## src/lpse_pkg.sv

```systemverilog
// Shared constants, codes and types of the LRAT proof stream encoder.
`timescale 1ns / 1ps
package lpse_pkg;

   localparam int ID_WIDTH   = 63;
   localparam int LIT_WIDTH  = 32;
   localparam int NUM_W      = (ID_WIDTH + 1 > LIT_WIDTH + 1) ? ID_WIDTH + 1 : LIT_WIDTH + 1;
   localparam int BCD_DIGITS = (NUM_W * 3 + 9) / 10 + 1;
   localparam int BCD_W      = 4 * BCD_DIGITS;
   localparam int BIT_CNT_W  = $clog2(NUM_W + 1);
   localparam int DIG_CNT_W  = $clog2(BCD_DIGITS + 1);
   localparam int VAR_GROUP  = 7;

   localparam logic [2:0] MODE_BEGIN     = 3'd0;
   localparam logic [2:0] MODE_ADD       = 3'd1;
   localparam logic [2:0] MODE_LITERAL   = 3'd2;
   localparam logic [2:0] MODE_END_LITS  = 3'd3;
   localparam logic [2:0] MODE_CHAIN     = 3'd4;
   localparam logic [2:0] MODE_END_CHAIN = 3'd5;
   localparam logic [2:0] MODE_DELETE    = 3'd6;

   localparam logic [1:0] KIND_NONE = 2'd0;
   localparam logic [1:0] KIND_VAR  = 2'd1;
   localparam logic [1:0] KIND_DEC  = 2'd2;

   localparam logic [7:0] CHAR_A      = 8'h61;
   localparam logic [7:0] CHAR_D      = 8'h64;
   localparam logic [7:0] CHAR_ZERO   = 8'h30;
   localparam logic [7:0] CHAR_SPACE  = 8'h20;
   localparam logic [7:0] CHAR_NL     = 8'h0a;
   localparam logic [7:0] CHAR_MINUS  = 8'h2d;
   localparam logic [7:0] BYTE_NUL    = 8'h00;
   localparam logic [7:0] VARINT_MORE = 8'h80;

   typedef struct packed {
      logic start;
      logic shift;
   } b2d_ctl_type;

   typedef struct packed {
      logic       busy;
      logic       done;
      logic [3:0] top_digit;
   } b2d_stat_type;

   typedef struct packed {
      logic [7:0] out_byte;
      logic       last;
   } out_item_type;

   typedef struct packed {
      logic [2:0][7:0]   pre;
      logic [1:0]        pre_cnt;
      logic [1:0]        kind;
      logic [NUM_W-1:0]  num;
      logic [2:0][7:0]   post;
      logic [1:0]        post_cnt;
      logic              again;
      logic              emits;
   } plan_type;

endpackage

```

## src/lpse_b2d.sv

```systemverilog
// Iterative binary to BCD converter (shift and add-3), digits shifted out from the top.
`timescale 1ns / 1ps
module lpse_b2d import lpse_pkg::*; (
   input  logic             clock,
   input  logic             reset,
   input  b2d_ctl_type      ctl,
   input  logic [NUM_W-1:0] value,
   output b2d_stat_type     stat
);

   logic [NUM_W-1:0]     bin_ff;
   logic [BCD_W-1:0]     bcd_ff;
   logic [BIT_CNT_W-1:0] cnt_ff;
   logic                 busy_ff;
   logic [BCD_W-1:0]     adj;

   always_comb begin
      for (int i = 0; i < BCD_DIGITS; i++) begin
         adj[4*i +: 4] = (bcd_ff[4*i +: 4] >= 4'd5) ? bcd_ff[4*i +: 4] + 4'd3
                                                   : bcd_ff[4*i +: 4];
      end
   end

   always_ff @(posedge clock) begin
      if (reset) begin
         busy_ff <= 1'b0;
         cnt_ff  <= '0;
      end else if (ctl.start) begin
         bin_ff  <= value;
         bcd_ff  <= '0;
         cnt_ff  <= BIT_CNT_W'(NUM_W);
         busy_ff <= 1'b1;
      end else if (busy_ff) begin
         bcd_ff <= {adj[BCD_W-2:0], bin_ff[NUM_W-1]};
         bin_ff <= {bin_ff[NUM_W-2:0], 1'b0};
         cnt_ff <= cnt_ff - BIT_CNT_W'(1);
         if (cnt_ff == BIT_CNT_W'(1)) begin
            busy_ff <= 1'b0;
         end
      end else if (ctl.shift) begin
         bcd_ff <= {bcd_ff[BCD_W-5:0], 4'h0};
      end
   end

   assign stat.busy      = busy_ff;
   assign stat.done      = busy_ff && (cnt_ff == BIT_CNT_W'(1));
   assign stat.top_digit = bcd_ff[BCD_W-1 -: 4];

endmodule

```

## src/lpse_out_reg.sv

```systemverilog
// Output register stage for the byte stream.
`timescale 1ns / 1ps
module lpse_out_reg import lpse_pkg::*; (
   input  logic         clock,
   input  logic         reset,
   input  logic         in_valid,
   output logic         in_ready,
   input  out_item_type in_item,
   output logic         rsp_valid,
   input  logic         rsp_ready,
   output logic [7:0]   rsp_out_byte,
   output logic         rsp_last
);

   logic         full_ff;
   out_item_type item_ff;

   assign in_ready = !full_ff || rsp_ready;

   always_ff @(posedge clock) begin
      if (reset) begin
         full_ff <= 1'b0;
      end else if (in_valid && in_ready) begin
         full_ff <= 1'b1;
         item_ff <= in_item;
      end else if (rsp_ready) begin
         full_ff <= 1'b0;
      end
   end

   assign rsp_valid    = full_ff;
   assign rsp_out_byte = item_ff.out_byte;
   assign rsp_last     = item_ff.last;

endmodule

```

## src/lrat_proof_stream_encoder.sv

```systemverilog
// LRAT proof stream encoder top level: item sequencer, varint shifter, decimal digit emitter.
// Each accepted item is turned into its proof bytes, one byte per cycle at most, with rsp_last
// on the final byte; begin items and unused modes give no bytes. In binary format an item
// gives up to 12 bytes. In text format every decimal number runs through one shared
// shift-and-add-3 converter: a start step, a conversion step for each bit of the 64-bit number
// path, then a step that drops the leading zeros of the 21-digit result, the sending of the
// remaining digits, then the trailing bytes; a deletion that opens a line converts two numbers.
// Stalls on rsp_ready hold back the byte-sending steps. req_ready is high only between items;
// csr writes are always accepted.
`timescale 1ns / 1ps
module lrat_proof_stream_encoder import lpse_pkg::*; (
   input  logic                 clock,
   input  logic                 reset,
   input  logic                 req_valid,
   output logic                 req_ready,
   input  logic [2:0]           req_mode,
   input  logic [ID_WIDTH-1:0]  req_id,
   input  logic signed [31:0]   req_literal,
   output logic                 rsp_valid,
   input  logic                 rsp_ready,
   output logic [7:0]           rsp_out_byte,
   output logic                 rsp_last,
   input  logic                 csr_valid,
   output logic                 csr_ready,
   input  logic                 csr_binary_format
);

   localparam logic [2:0] ST_IDLE  = 3'd0;
   localparam logic [2:0] ST_PRE   = 3'd1;
   localparam logic [2:0] ST_VAR   = 3'd2;
   localparam logic [2:0] ST_START = 3'd3;
   localparam logic [2:0] ST_CONV  = 3'd4;
   localparam logic [2:0] ST_SKIP  = 3'd5;
   localparam logic [2:0] ST_DIG   = 3'd6;
   localparam logic [2:0] ST_POST  = 3'd7;

   logic [2:0]           state_ff;
   logic                 binary_ff;
   logic                 run_ff;
   logic [ID_WIDTH-1:0]  latest_ff;
   logic [2:0][7:0]      pre_ff;
   logic [1:0]           pre_cnt_ff;
   logic [1:0]           kind_ff;
   logic [NUM_W-1:0]     num_ff;
   logic [ID_WIDTH-1:0]  num2_ff;
   logic [2:0][7:0]      post_ff;
   logic [1:0]           post_cnt_ff;
   logic                 again_ff;
   logic [DIG_CNT_W-1:0] dig_cnt_ff;

   plan_type             plan;
   logic                 accept;
   logic                 lneg;
   logic [31:0]          lmag;
   logic [NUM_W-1:0]     id_x2;
   logic                 emit_valid;
   logic                 emit_ready;
   logic                 emit_fire;
   out_item_type         emit_item;
   logic                 var_more;
   logic                 skip_zero;
   b2d_ctl_type          b2d_ctl;
   b2d_stat_type         b2d_stat;

   assign req_ready = (state_ff == ST_IDLE);
   assign csr_ready = 1'b1;
   assign accept    = req_valid && req_ready;

   assign lneg  = req_literal[31];
   assign lmag  = lneg ? (~req_literal) + 32'd1 : req_literal;
   assign id_x2 = NUM_W'({req_id, 1'b0});

   always_comb begin
      plan          = '0;
      plan.kind     = KIND_NONE;
      plan.post     = {BYTE_NUL, BYTE_NUL, CHAR_SPACE};
      plan.post_cnt = 2'd1;
      unique case (req_mode)
         MODE_ADD: begin
            plan.emits = 1'b1;
            if (binary_ff) begin
               plan.kind = KIND_VAR;
               plan.num  = id_x2;
               if (run_ff) begin
                  plan.pre     = {BYTE_NUL, CHAR_A, BYTE_NUL};
                  plan.pre_cnt = 2'd2;
               end else begin
                  plan.pre     = {BYTE_NUL, BYTE_NUL, CHAR_A};
                  plan.pre_cnt = 2'd1;
               end
            end else begin
               plan.kind = KIND_DEC;
               plan.num  = NUM_W'(req_id);
               if (run_ff) begin
                  plan.pre     = {BYTE_NUL, CHAR_NL, CHAR_ZERO};
                  plan.pre_cnt = 2'd2;
               end
            end
         end
         MODE_LITERAL: begin
            plan.emits = 1'b1;
            if (binary_ff) begin
               plan.kind = KIND_VAR;
               plan.num  = NUM_W'({lmag, lneg});
            end else begin
               plan.kind = KIND_DEC;
               plan.num  = NUM_W'(lmag);
               if (lneg) begin
                  plan.pre     = {BYTE_NUL, BYTE_NUL, CHAR_MINUS};
                  plan.pre_cnt = 2'd1;
               end
            end
         end
         MODE_END_LITS, MODE_END_CHAIN: begin
            plan.emits = 1'b1;
            if (binary_ff) begin
               plan.pre     = {BYTE_NUL, BYTE_NUL, BYTE_NUL};
               plan.pre_cnt = 2'd1;
            end else begin
               plan.pre     = {BYTE_NUL, (req_mode == MODE_END_LITS) ? CHAR_SPACE : CHAR_NL,
                               CHAR_ZERO};
               plan.pre_cnt = 2'd2;
            end
         end
         MODE_CHAIN: begin
            plan.emits = 1'b1;
            plan.kind  = binary_ff ? KIND_VAR : KIND_DEC;
            plan.num   = binary_ff ? id_x2 : NUM_W'(req_id);
         end
         MODE_DELETE: begin
            plan.emits = 1'b1;
            if (binary_ff) begin
               plan.kind = KIND_VAR;
               plan.num  = id_x2;
               if (!run_ff) begin
                  plan.pre     = {BYTE_NUL, BYTE_NUL, CHAR_D};
                  plan.pre_cnt = 2'd1;
               end
            end else begin
               plan.kind = KIND_DEC;
               if (!run_ff) begin
                  plan.num      = NUM_W'(latest_ff);
                  plan.post     = {CHAR_SPACE, CHAR_D, CHAR_SPACE};
                  plan.post_cnt = 2'd3;
                  plan.again    = 1'b1;
               end else begin
                  plan.num = NUM_W'(req_id);
               end
            end
         end
         default: begin
            plan.emits = 1'b0;
         end
      endcase
   end

   assign var_more  = |num_ff[NUM_W-1:VAR_GROUP];
   assign skip_zero = (b2d_stat.top_digit == 4'h0) && (dig_cnt_ff > DIG_CNT_W'(1));

   always_comb begin
      emit_valid = 1'b0;
      emit_item  = '0;
      case (state_ff)
         ST_PRE: begin
            emit_valid         = 1'b1;
            emit_item.out_byte = pre_ff[0];
            emit_item.last     = (pre_cnt_ff == 2'd1) && (kind_ff == KIND_NONE);
         end
         ST_VAR: begin
            emit_valid         = 1'b1;
            emit_item.out_byte = (var_more ? VARINT_MORE : BYTE_NUL) |
                                 {1'b0, num_ff[VAR_GROUP-1:0]};
            emit_item.last     = !var_more;
         end
         ST_DIG: begin
            emit_valid         = 1'b1;
            emit_item.out_byte = CHAR_ZERO + {4'h0, b2d_stat.top_digit};
            emit_item.last     = 1'b0;
         end
         ST_POST: begin
            emit_valid         = 1'b1;
            emit_item.out_byte = post_ff[0];
            emit_item.last     = (post_cnt_ff == 2'd1) && !again_ff;
         end
         default: begin
            emit_valid = 1'b0;
         end
      endcase
   end

   assign emit_fire     = emit_valid && emit_ready;
   assign b2d_ctl.start = (state_ff == ST_START);
   assign b2d_ctl.shift = ((state_ff == ST_SKIP) && skip_zero) ||
                          ((state_ff == ST_DIG) && emit_fire);

   always_ff @(posedge clock) begin
      if (reset) begin
         state_ff    <= ST_IDLE;
         binary_ff   <= 1'b1;
         run_ff      <= 1'b0;
         latest_ff   <= '0;
         pre_cnt_ff  <= '0;
         post_cnt_ff <= '0;
         kind_ff     <= KIND_NONE;
         again_ff    <= 1'b0;
         dig_cnt_ff  <= '0;
      end else begin
         if (csr_valid && csr_ready) begin
            binary_ff <= csr_binary_format;
         end
         unique case (state_ff)
            ST_IDLE: begin
               if (accept) begin
                  if (req_mode == MODE_BEGIN || req_mode == MODE_ADD) begin
                     latest_ff <= req_id;
                  end
                  if (req_mode == MODE_ADD) begin
                     run_ff <= 1'b0;
                  end
                  if (req_mode == MODE_DELETE) begin
                     run_ff <= 1'b1;
                  end
                  pre_ff      <= plan.pre;
                  pre_cnt_ff  <= plan.pre_cnt;
                  kind_ff     <= plan.kind;
                  num_ff      <= plan.num;
                  num2_ff     <= req_id;
                  post_ff     <= plan.post;
                  post_cnt_ff <= plan.post_cnt;
                  again_ff    <= plan.again;
                  if (plan.emits) begin
                     if (plan.pre_cnt != 2'd0) begin
                        state_ff <= ST_PRE;
                     end else if (plan.kind == KIND_VAR) begin
                        state_ff <= ST_VAR;
                     end else begin
                        state_ff <= ST_START;
                     end
                  end
               end
            end
            ST_PRE: begin
               if (emit_fire) begin
                  pre_ff     <= {BYTE_NUL, pre_ff[2], pre_ff[1]};
                  pre_cnt_ff <= pre_cnt_ff - 2'd1;
                  if (pre_cnt_ff == 2'd1) begin
                     unique case (kind_ff)
                        KIND_VAR: state_ff <= ST_VAR;
                        KIND_DEC: state_ff <= ST_START;
                        default:  state_ff <= ST_IDLE;
                     endcase
                  end
               end
            end
            ST_VAR: begin
               if (emit_fire) begin
                  num_ff <= num_ff >> VAR_GROUP;
                  if (!var_more) begin
                     state_ff <= ST_IDLE;
                  end
               end
            end
            ST_START: begin
               state_ff <= ST_CONV;
            end
            ST_CONV: begin
               if (b2d_stat.done) begin
                  state_ff   <= ST_SKIP;
                  dig_cnt_ff <= DIG_CNT_W'(BCD_DIGITS);
               end
            end
            ST_SKIP: begin
               if (skip_zero) begin
                  dig_cnt_ff <= dig_cnt_ff - DIG_CNT_W'(1);
               end else begin
                  state_ff <= ST_DIG;
               end
            end
            ST_DIG: begin
               if (emit_fire) begin
                  dig_cnt_ff <= dig_cnt_ff - DIG_CNT_W'(1);
                  if (dig_cnt_ff == DIG_CNT_W'(1)) begin
                     state_ff <= ST_POST;
                  end
               end
            end
            ST_POST: begin
               if (emit_fire) begin
                  post_ff     <= {BYTE_NUL, post_ff[2], post_ff[1]};
                  post_cnt_ff <= post_cnt_ff - 2'd1;
                  if (post_cnt_ff == 2'd1) begin
                     if (again_ff) begin
                        num_ff      <= NUM_W'(num2_ff);
                        post_ff     <= {BYTE_NUL, BYTE_NUL, CHAR_SPACE};
                        post_cnt_ff <= 2'd1;
                        again_ff    <= 1'b0;
                        state_ff    <= ST_START;
                     end else begin
                        state_ff <= ST_IDLE;
                     end
                  end
               end
            end
            default: begin
               state_ff <= ST_IDLE;
            end
         endcase
      end
   end

   lpse_b2d u_b2d (
      .clock (clock),
      .reset (reset),
      .ctl   (b2d_ctl),
      .value (num_ff),
      .stat  (b2d_stat)
   );

   lpse_out_reg u_out_reg (
      .clock        (clock),
      .reset        (reset),
      .in_valid     (emit_valid),
      .in_ready     (emit_ready),
      .in_item      (emit_item),
      .rsp_valid    (rsp_valid),
      .rsp_ready    (rsp_ready),
      .rsp_out_byte (rsp_out_byte),
      .rsp_last     (rsp_last)
   );

   a_item_leaves_idle: assert property (@(posedge clock) disable iff (reset)
      (accept && req_mode != MODE_BEGIN && req_mode <= MODE_DELETE) |=> state_ff != ST_IDLE)
      else $error("item with bytes did not start the sequencer");

   a_conv_busy: assert property (@(posedge clock) disable iff (reset)
      (state_ff == ST_CONV) |-> b2d_stat.busy)
      else $error("waiting on an idle converter");

   a_digits_left: assert property (@(posedge clock) disable iff (reset)
      (state_ff == ST_DIG || state_ff == ST_SKIP) |-> dig_cnt_ff != '0)
      else $error("digit emission with no digits left");

   a_last_ends_item: assert property (@(posedge clock) disable iff (reset)
      (emit_fire && emit_item.last) |=> state_ff == ST_IDLE)
      else $error("last byte sent but item still in progress");

endmodule
```

## config.mk

```make
export PLATFORM = sky130hd
export DESIGN_NAME = lrat_proof_stream_encoder
export DESIGN_NICKNAME = d
export VERILOG_FILES = /design/src/lpse_pkg.sv /design/src/lpse_b2d.sv /design/src/lpse_out_reg.sv /design/src/lrat_proof_stream_encoder.sv
export SDC_FILE = /design/constraint.sdc
export NUM_CORES = 1
export LEC_CHECK = 0
export ABC_AREA = 1
export BUFFER_PORTS_ARGS = -buffer_cell sky130_fd_sc_hd__buf_4
export CAP_MARGIN = 20
export CORE_ASPECT_RATIO = 1.2
export CORE_MARGIN = 5
export CORE_UTILIZATION = 62
export CTS_CLUSTER_DIAMETER = 200
export DETAILED_ROUTE_END_ITERATION = 8
export HOLD_SLACK_MARGIN = 0.12
export PLACE_DENSITY = 0.81
export SYNTH_ARGS = -nofsm -noshare
export SYNTH_HDL_FRONTEND = slang
export SYNTH_SLANG_ARGS = --single-unit
```

## constraint.sdc

```tcl
create_clock -name clock -period 18.42 [get_ports clock]
set_clock_uncertainty 0.1 [all_clocks]
set_input_delay 4.605 -clock clock [delete_from_list [all_inputs] [get_ports clock]]
set_output_delay 4.605 -clock clock [all_outputs]
set_load 0.02 [all_outputs]
```

==> key figures, run 1 <==
Clock tree
  • Clock transition at path regs: 0.06 ns
  • Clk Tree Root Cell: clkbuf_16
  • Post-CTS Setup Inserts: 0
  • CTS hold repair buffers: 0
  • Worst-Skew Late Latency: 0.55 ns
  • CTS tree: done
  • H-tree Lvls: 2
  • Total CTS buffers: 40
  • Clk sinks: 388
  • Maximum root-to-sink buffer count: 3
  • Post-cts resize count: 0

STA
  • Pins Over Slew Limit: 0
  • # setup viols final: 0
  • Fmax: 0.1425 GHz
  • RSZ-0062 raised after global routing: no
  • Worst slew pin tran: 1.102 ns
  • Setup TNS Final: 0 ns
  • Slew margin rel.: 26.43%
  • Period minus WS final: 7.017 ns
  • Final worst path period share: 38.10%
  • Final Hold Vio Count: 0

Pwr
  • Sw Share: 34.09%
  • Net Sw Power: 0.9597 mW
  • Gate power share: 26.3%
  • Sequential power share: 44.6%
  • Leakage: 10.12 nW
  • Clock share of power: 29.1%
  • Internal power: 1.855 mW
  • Power Density: 117.9 mW/mm^2
  • Max VDD drop: 92.99 uV
  • Tot Pwr: 2.815 mW

Yosys
  • Synth area leader: edfxtp_1
  • Syn avg cell area: 8.165 sq um
  • EDFF count, synth: 299
  • Post-synthesis sequential area ratio: 50.20%
  • Top cells by area, synth: edfxtp_1 (42%), nand2_1 (12%), dfxtp_1 (8.3%)
  • Async S/R FF share, synth: 0%
  • Top_reg_cell synth: edfxtp_1
  • Mapped Area: 0.02143 sq mm
  • Yosys warnings: 0
  • Syn Nets: 2784
  • Synth Instances: 2625
  • Yosys top cell area share: 41.89%
  • Count of cell types in the netlist: 48
  • Yosys reg bits: 388

Worst setup path
  • Reg-to-reg slack, setup: 15.11 ns
  • Crit path launch type: primary input
  • Worst EP arrival: 7.33 ns
  • Worst Setup End Kind: flip-flop
  • Kind of critical path: in -> reg
  • CP required: 18.74 ns
  • CP max FO: 44
  • R2R Path Start: state_ff[0]
  • RR Endpoint: num_ff[42]
  • R2r worst-path depth: 9

Finish
  • Area delta synth->final: 11.35%
  • Diode count: 0
  • Post-layout instance area: 0.02387 sq mm
  • Most frequent cells in the layout: nand2_1 (672), o21ai_0 (346), inv_1 (310)
  • Most common cell after layout, fill and taps aside: nand2_1
  • Final net count: 2840
  • Ratio of cells with drive above 1 in the final layout: 8.441%
  • Final Core Density: 70.04%

Detailed routing
  • Final ANT Viol Nets: 0
  • Vias: 18.79k
  • Post-DR wirelength/cell: 18.74 um
  • DRC: 0
  • DR iter-0 viols: 1826
  • Detailed-route wire length: 59.40 mm
  • Initial DRT Pass Iterations: 8
  • Post-DR vias/cell: 5.929

Floorplanning
  • Area of the core: 0.03407 sq mm
  • IO Count: 116
  • Starting Density: 62.90%
  • Die X: 179.7 um
  • Site row count: 74
  • Height of the die: 213.7 um
  • Total die area: 0.03840 sq mm

Placed design
  • DP Wirelength: 40.16 mm
  • Port bufs: 114
  • Placer congestion estimate: 0.9538
  • Placed inst area: 0.02256 sq mm

GRT
  • Total global-route track usage: 30.19%
  • First-pass GRT wire length: 94.58 mm
  • GRT overflow: 0
  • Vias in the first global route: 18.11k
  • Initial antenna violation count: 0
  • Largest net degree at the start of global routing: 125

Hold path
  • Min-Delay Endpoint: u_b2d.cnt_ff[2]
  • Hold_sp: u_b2d.cnt_ff[2]
  • Hold Path Stages: 2
  • Worst min path class: reg -> reg

Job
  • Max Cap Viol: 0

Outcome
  • Status: finished, final reports clean
power by group through the flow:
stage	clock, mW	combinational [mW]	sequential [mW]
2_1_floorplan	0	0.502	1.27
3_3_place_gp	0	0.695	1.26
3_5_place_dp	0	0.723	1.27
4_1_cts	0.829	0.730	1.25
5_1_grt	0.863	0.821	1.27
6_report	0.819	0.739	1.26
metrics by stage:
stage	hold slack, ns	std cells	worst slack [ns]
floorplan	0.3396	2625	2.650
global placement	0.3505	3094	11.09
detailed placement	0.3604	3095	10.98
CTS	0.3691	3169	11.53
global route	0.3944	3169	11.14
finish	0.3692	3169	11.40
cell type report:
class / instances / area, sq um
Clock inverter: 22 / 215.2
Sequential cell: 388 / 10760
Timing Repair Buffer: 134 / 1018
Fill cell: 2737 / 10210
Multi-Input combinational cell: 1794 / 8995
Tap cell: 456 / 570.5
Inverter: 323 / 1217
Clock buffer: 52 / 1087
synthesized netlist by cell type (all sizes together), types with 6 or more instances:
| library cell | n |
|---|---|
| inv | 321 |
| o22ai | 36 |
| nand3 | 148 |
| xor2 | 37 |
| nand4 | 29 |
| dfxtp | 89 |
| edfxtp | 299 |
| a22o | 12 |
| o211ai | 12 |
| buf | 46 |
| ha | 55 |
| a21oi | 108 |
| nor2 | 218 |
| a22oi | 50 |
| nor3 | 7 |
| o21ai | 346 |
| nand2 | 675 |
| a211oi | 6 |
| or2 | 6 |
| clkbuf | 74 |
| o32ai | 10 |
state kept, by name, indices dropped and copies added, names as in the netlist:
register,flops
u_b2d.bcd_ff,84
num_ff,64
u_b2d.bin_ff,64
latest_ff,63
num2_ff,63
pre_ff,10
u_out_reg.rsp_out_byte,8
u_b2d.cnt_ff,7
dig_cnt_ff,5
post_ff,5
state_ff,3
kind_ff,2
post_cnt_ff,2
pre_cnt_ff,2
again_ff,1
binary_ff,1
run_ff,1
u_b2d.busy_ff,1
u_out_reg.rsp_last,1
u_out_reg.rsp_valid,1
per-layer routing:
layer	share of wire [%]	global-route usage, %
met5	0	0
met4	4.5	13.30
met3	8.6	4.259
met2	48	51.63
met1	38	38.89
kinds of logic after synthesis:
| family | count (synthesis) | share of synthesized area, % |
|---|---|---|
| AO/OA/AOI/OAI | 607 | 15.92 |
| other | 1 | 0.01750 |
| multiplexers | 5 | 0.2335 |
| AND/OR/NAND/NOR | 1087 | 20.73 |
| buffers and inverters | 443 | 8.091 |
| flip-flops | 388 | 50.20 |
| XOR/XNOR | 39 | 1.594 |
| adder cells (fa/ha/maj) | 55 | 3.211 |
worst max path at each step:
| stage | startpoint | end | slack, ns |
|---|---|---|---|
| detailed placement | req_mode[2] | num_ff[42] | 10.98 |
| floorplan | reset | num_ff[0] | 2.65 |
| finish | req_mode[2] | num_ff[42] | 11.40 |
| global placement | req_mode[2] | num_ff[42] | 11.09 |
| global route | req_mode[2] | num_ff[36] | 11.14 |
| CTS | req_mode[2] | num_ff[2] | 11.53 |
critical path: stages:
cell     delay, ns
buf_4         0.14
nor2_1        0.13
nand2_1       0.15
nand2_2       0.10
buf_4         0.43
nor2_1        0.11
inv_1         0.10
nand2_1       0.26
inv_1         0.91
o21ai_0       0.26
nand2_1       0.11
Note: power is estimated with default switching activity, not from simulation.
==> inputs of run 2 (changes only) <==
Settings changed: ABC_AREA 1 to 0, CORE_UTILIZATION 62 to 56, PLACE_DENSITY 0.81 to 0.77.
Clock period 18.42 ns to 6.41 ns, I/O delays scaled along.
==> run 2 against run 1 <==
  * Synthesized cell count fell by 17%
  * Routed wire length down 8.2%
  * Utilization shrank 6.7 points
  * Design area down 2.6%
==> key figures, run 2 <==
Yosys
  • Post-synthesis simple-gate area fraction: 17.48% (-3.2 points)
  • Syn Nets: 2349 (-16%)
  • Mux share of post-synthesis cell area: 0.8766% (+0.64 points)
  • Yosys reg bits: 388 (unchanged)
  • Yosys top cell area share: 43.38% (+1.5 points)
  • Post-synthesis adder-cell area fraction: 3.325% (+0.11 points)
  • Yosys warnings: 0 (unchanged)
  • Post-synthesis sequential area ratio: 51.99% (+1.8 points)
  • Mapped Area: 0.02070 sq mm (-3.4%)
  • Top_reg_cell synth: edfxtp_1
  • Post-synthesis compound-gate area fraction: 19.84% (+3.9 points)
  • Cell with the most instances after synthesis: nand2_1
  • Largest family of logic cells by synthesized area: compound AO/OA/AOI/OAI gates
  • Synth Instances: 2190 (-17%)
  • EDFF count, synth: 299 (unchanged)
  • XOR/XNOR Fraction of Synth Area: 2.370% (+0.78 points)
  • Top cells by area, synth: edfxtp_1 (43%), dfxtp_1 (8.6%), nand2_1 (7.9%)
  • Post-synth top cells: nand2_1 (435), edfxtp_1 (299), nor2_1 (221)
  • Syn avg cell area: 9.451 sq um (+16%)
  • Count of cell types in the netlist: 78 (+63%)
  • Async S/R FF share, synth: 0% (unchanged)
  • Synth area leader: edfxtp_1

GRT
  • Initial antenna violation count: 1 (+1)
  • Total global-route track usage: 26.18% (-4.0 points)
  • Largest net degree at the start of global routing: 86 (-31%)
  • First-pass GRT wire length: 86.80 mm (-8.2%)
  • GRT overflow: 0 (unchanged)
  • Vias in the first global route: 16.50k (-8.9%)

Placed design
  • Port bufs: 114 (unchanged)
  • Pre-CTS setup slack: 2.120 ns (-8.863 ns)
  • Placer congestion estimate: 0.8996 (-5.7%)
  • DP Wirelength: 35.88 mm (-11%)

Finish
  • Max FFs per register: 84 (unchanged)
  • Diode count: 0 (unchanged)
  • Area delta synth->final: 12.36%
  • Most common cell after layout, fill and taps aside: nand2_1
  • Most frequent cells in the layout: nand2_1 (434), edfxtp_1 (299), nor2_1 (218)
  • Seq. cell area: 0.01076 sq mm (about the same)
  • Multi-input logic area: 0.009156 sq mm (+1.8%)
  • Fillers: 2912 (+6.4%)
  • Largest Register: u_b2d.bcd_ff
  • Final net count: 2400 (-15%)
  • Largest registers: u_b2d.bcd_ff (84), num_ff (64), u_b2d.bin_ff (64)
  • Ratio of cells with drive above 1 in the final layout: 10.40% (+2.0 points)
  • Final Core Density: 63.35% (-6.7 points)

Floorplanning
  • Site row count: 77 (+4.1%)
  • Die X: 185.5 um (+3.2%)
  • Starting Density: 56.39% (-6.5 points)
  • Height of the die: 220.6 um (+3.2%)
  • Total die area: 0.04092 sq mm (+6.6%)
  • IO Count: 116 (unchanged)
  • Area of the core: 0.03671 sq mm (+7.7%)

Detailed routing
  • Vias: 17.26k (-8.1%)
  • DRC: 0 (unchanged)
  • Detailed-route wire length: 54.55 mm (-8.2%)
  • Post-DR wirelength/cell: 19.88 um (+6.1%)
  • Initial DRT Pass Iterations: 6 (-2)
  • Post-DR vias/cell: 6.290 (+6.1%)
  • DR iter-0 viols: 1779 (-2.6%)
  • Final ANT Viol Nets: 0 (unchanged)

Clock tree
  • Maximum root-to-sink buffer count: 3 (unchanged)
  • CTS tree: done
  • Post-cts resize count: 0 (unchanged)
  • Post-CTS Setup Inserts: 0 (unchanged)
  • Total CTS buffers: 41 (+2.5%)
  • CTS hold repair buffers: 0 (unchanged)
  • Worst-Skew Late Latency: 0.54 ns (about the same)
  • Clock transition at path regs: 0.06 ns (about the same)
  • Clk Tree Root Cell: clkbuf_16
  • Clk sinks: 388 (unchanged)
  • H-tree Lvls: 2 (unchanged)

Worst setup path
  • CP max FO: 61 (+39%)
  • Kind of critical path: reg -> reg
  • Worst Setup End Kind: flip-flop
  • CP required: 6.49 ns (-12.25 ns)
  • Crit path launch type: flip-flop
  • Worst EP arrival: 4.04 ns (-3.29 ns)

STA
  • Slew margin rel.: 25.60% (-0.83 points)
  • Setup TNS Final: 0 ns (unchanged)
  • Final Hold Slack: 0.3540 ns (-0.01521 ns)
  • Pins Over Slew Limit: 0 (unchanged)
  • Fmax: 0.2529 GHz
  • Final worst path period share: 61.69%
  • Period minus WS final: 3.954 ns
  • Worst setup margin: 2.456 ns (-8.947 ns)
  • # setup viols final: 0 (unchanged)
  • Final Hold Vio Count: 0 (unchanged)
  • RSZ-0062 raised after global routing: no
  • Worst slew pin tran: 1.113 ns (+0.01102 ns)

Pwr
  • Leakage: 8.286 nW (-18%)
  • Power Density: 316.7 mW/mm^2 (+170%)
  • Tot Pwr: 7.365 mW (+160%)
  • Max VDD drop: 224.6 uV (+140%)

Job
  • Max Cap Viol: 0 (unchanged)

Outcome
  • Status: finished, final reports clean

Hold path
  • Worst min path class: reg -> reg
==> run 2: cell count changes in the layout (fill, tap and decap cells not counted), moves of 27 or more <==
cell and change:
a21oi_1 +76, a22oi_1 +38, a31oi_1 +40, inv_1 -228, nand2_1 -238, nand2b_1 +34
nand3_1 -129, o21ai_0 -243, o22ai_1 -32, xnor2_1 +44, xor2_1 -27
==> run 2: final cells by class <==
type,count,share of cell area (%)
sequential,388,46.28
multi-input combinational,1585,39.37
clock buffer,57,4.842
timing repair buffer,142,4.589
tap,474,2.550
inverter,83,1.340
clock inverter,15,1.022
==> run 2: metrics by stage <==
step / area (sq um) / instances
6_report: 23250 / 2744
5_1_grt: 23250 / 2744
4_1_cts: 23230 / 2741
3_5_place_dp: 21870 / 2669
3_3_place_gp: 21870 / 2669
2_1_floorplan: 20700 / 2190
==> run 2: worst paths after layout <==
path	startpoint	to	slack [ns]	depth (start not counted)
max	state_ff[0]	u_b2d.bin_ff[21]	2.46	6
min	latest_ff[48]	latest_ff[48]	0.35	2
max reg2reg	state_ff[0]	u_b2d.bin_ff[21]	2.46	6
min reg2reg	latest_ff[48]	latest_ff[48]	0.35	2
==> run 2: kinds of logic (layout without fill, tap and decap cells) <==
kind of cell | after synthesis | after routing
buffers and inverters | 217 | 297
and+or+nand+nor | 838 | 838
DFF | 388 | 388
AOI/OAI and AO/OA | 617 | 617
other | 1 | 1
adders and majority gates | 55 | 55
muxes | 18 | 18
xor gates and xnor gates | 56 | 56
==> run 2: metal layers <==
| metal | GRT usage (%) | up-vias | wire length, um |
|---|---|---|---|
| li1 | - | 8081 | - |
| met1 | 34.18 | 8189 | 21340 |
| met2 | 44.32 | 851 | 26850 |
| met3 | 3.963 | 136 | 4415 |
| met4 | 9.838 | 2 | 1928 |
| met5 | 0 | - | 9 |
==> run 2: critical path: stages (launching register included) <==
cell	delay, ns
dfxtp_1	0.75
inv_1	0.42
nor3_2	0.19
buf_4	0.55
nor2_1	0.23
nor2_4	0.78
buf_4	0.53
==> run 2: power by group <==
part	leakage, nW	switching, mW	internal, mW
registers	3.48	0.249	3.16
logic	4.14	0.995	0.514
clock network	0.664	0.977	1.47
total	8.29	2.22	5.14
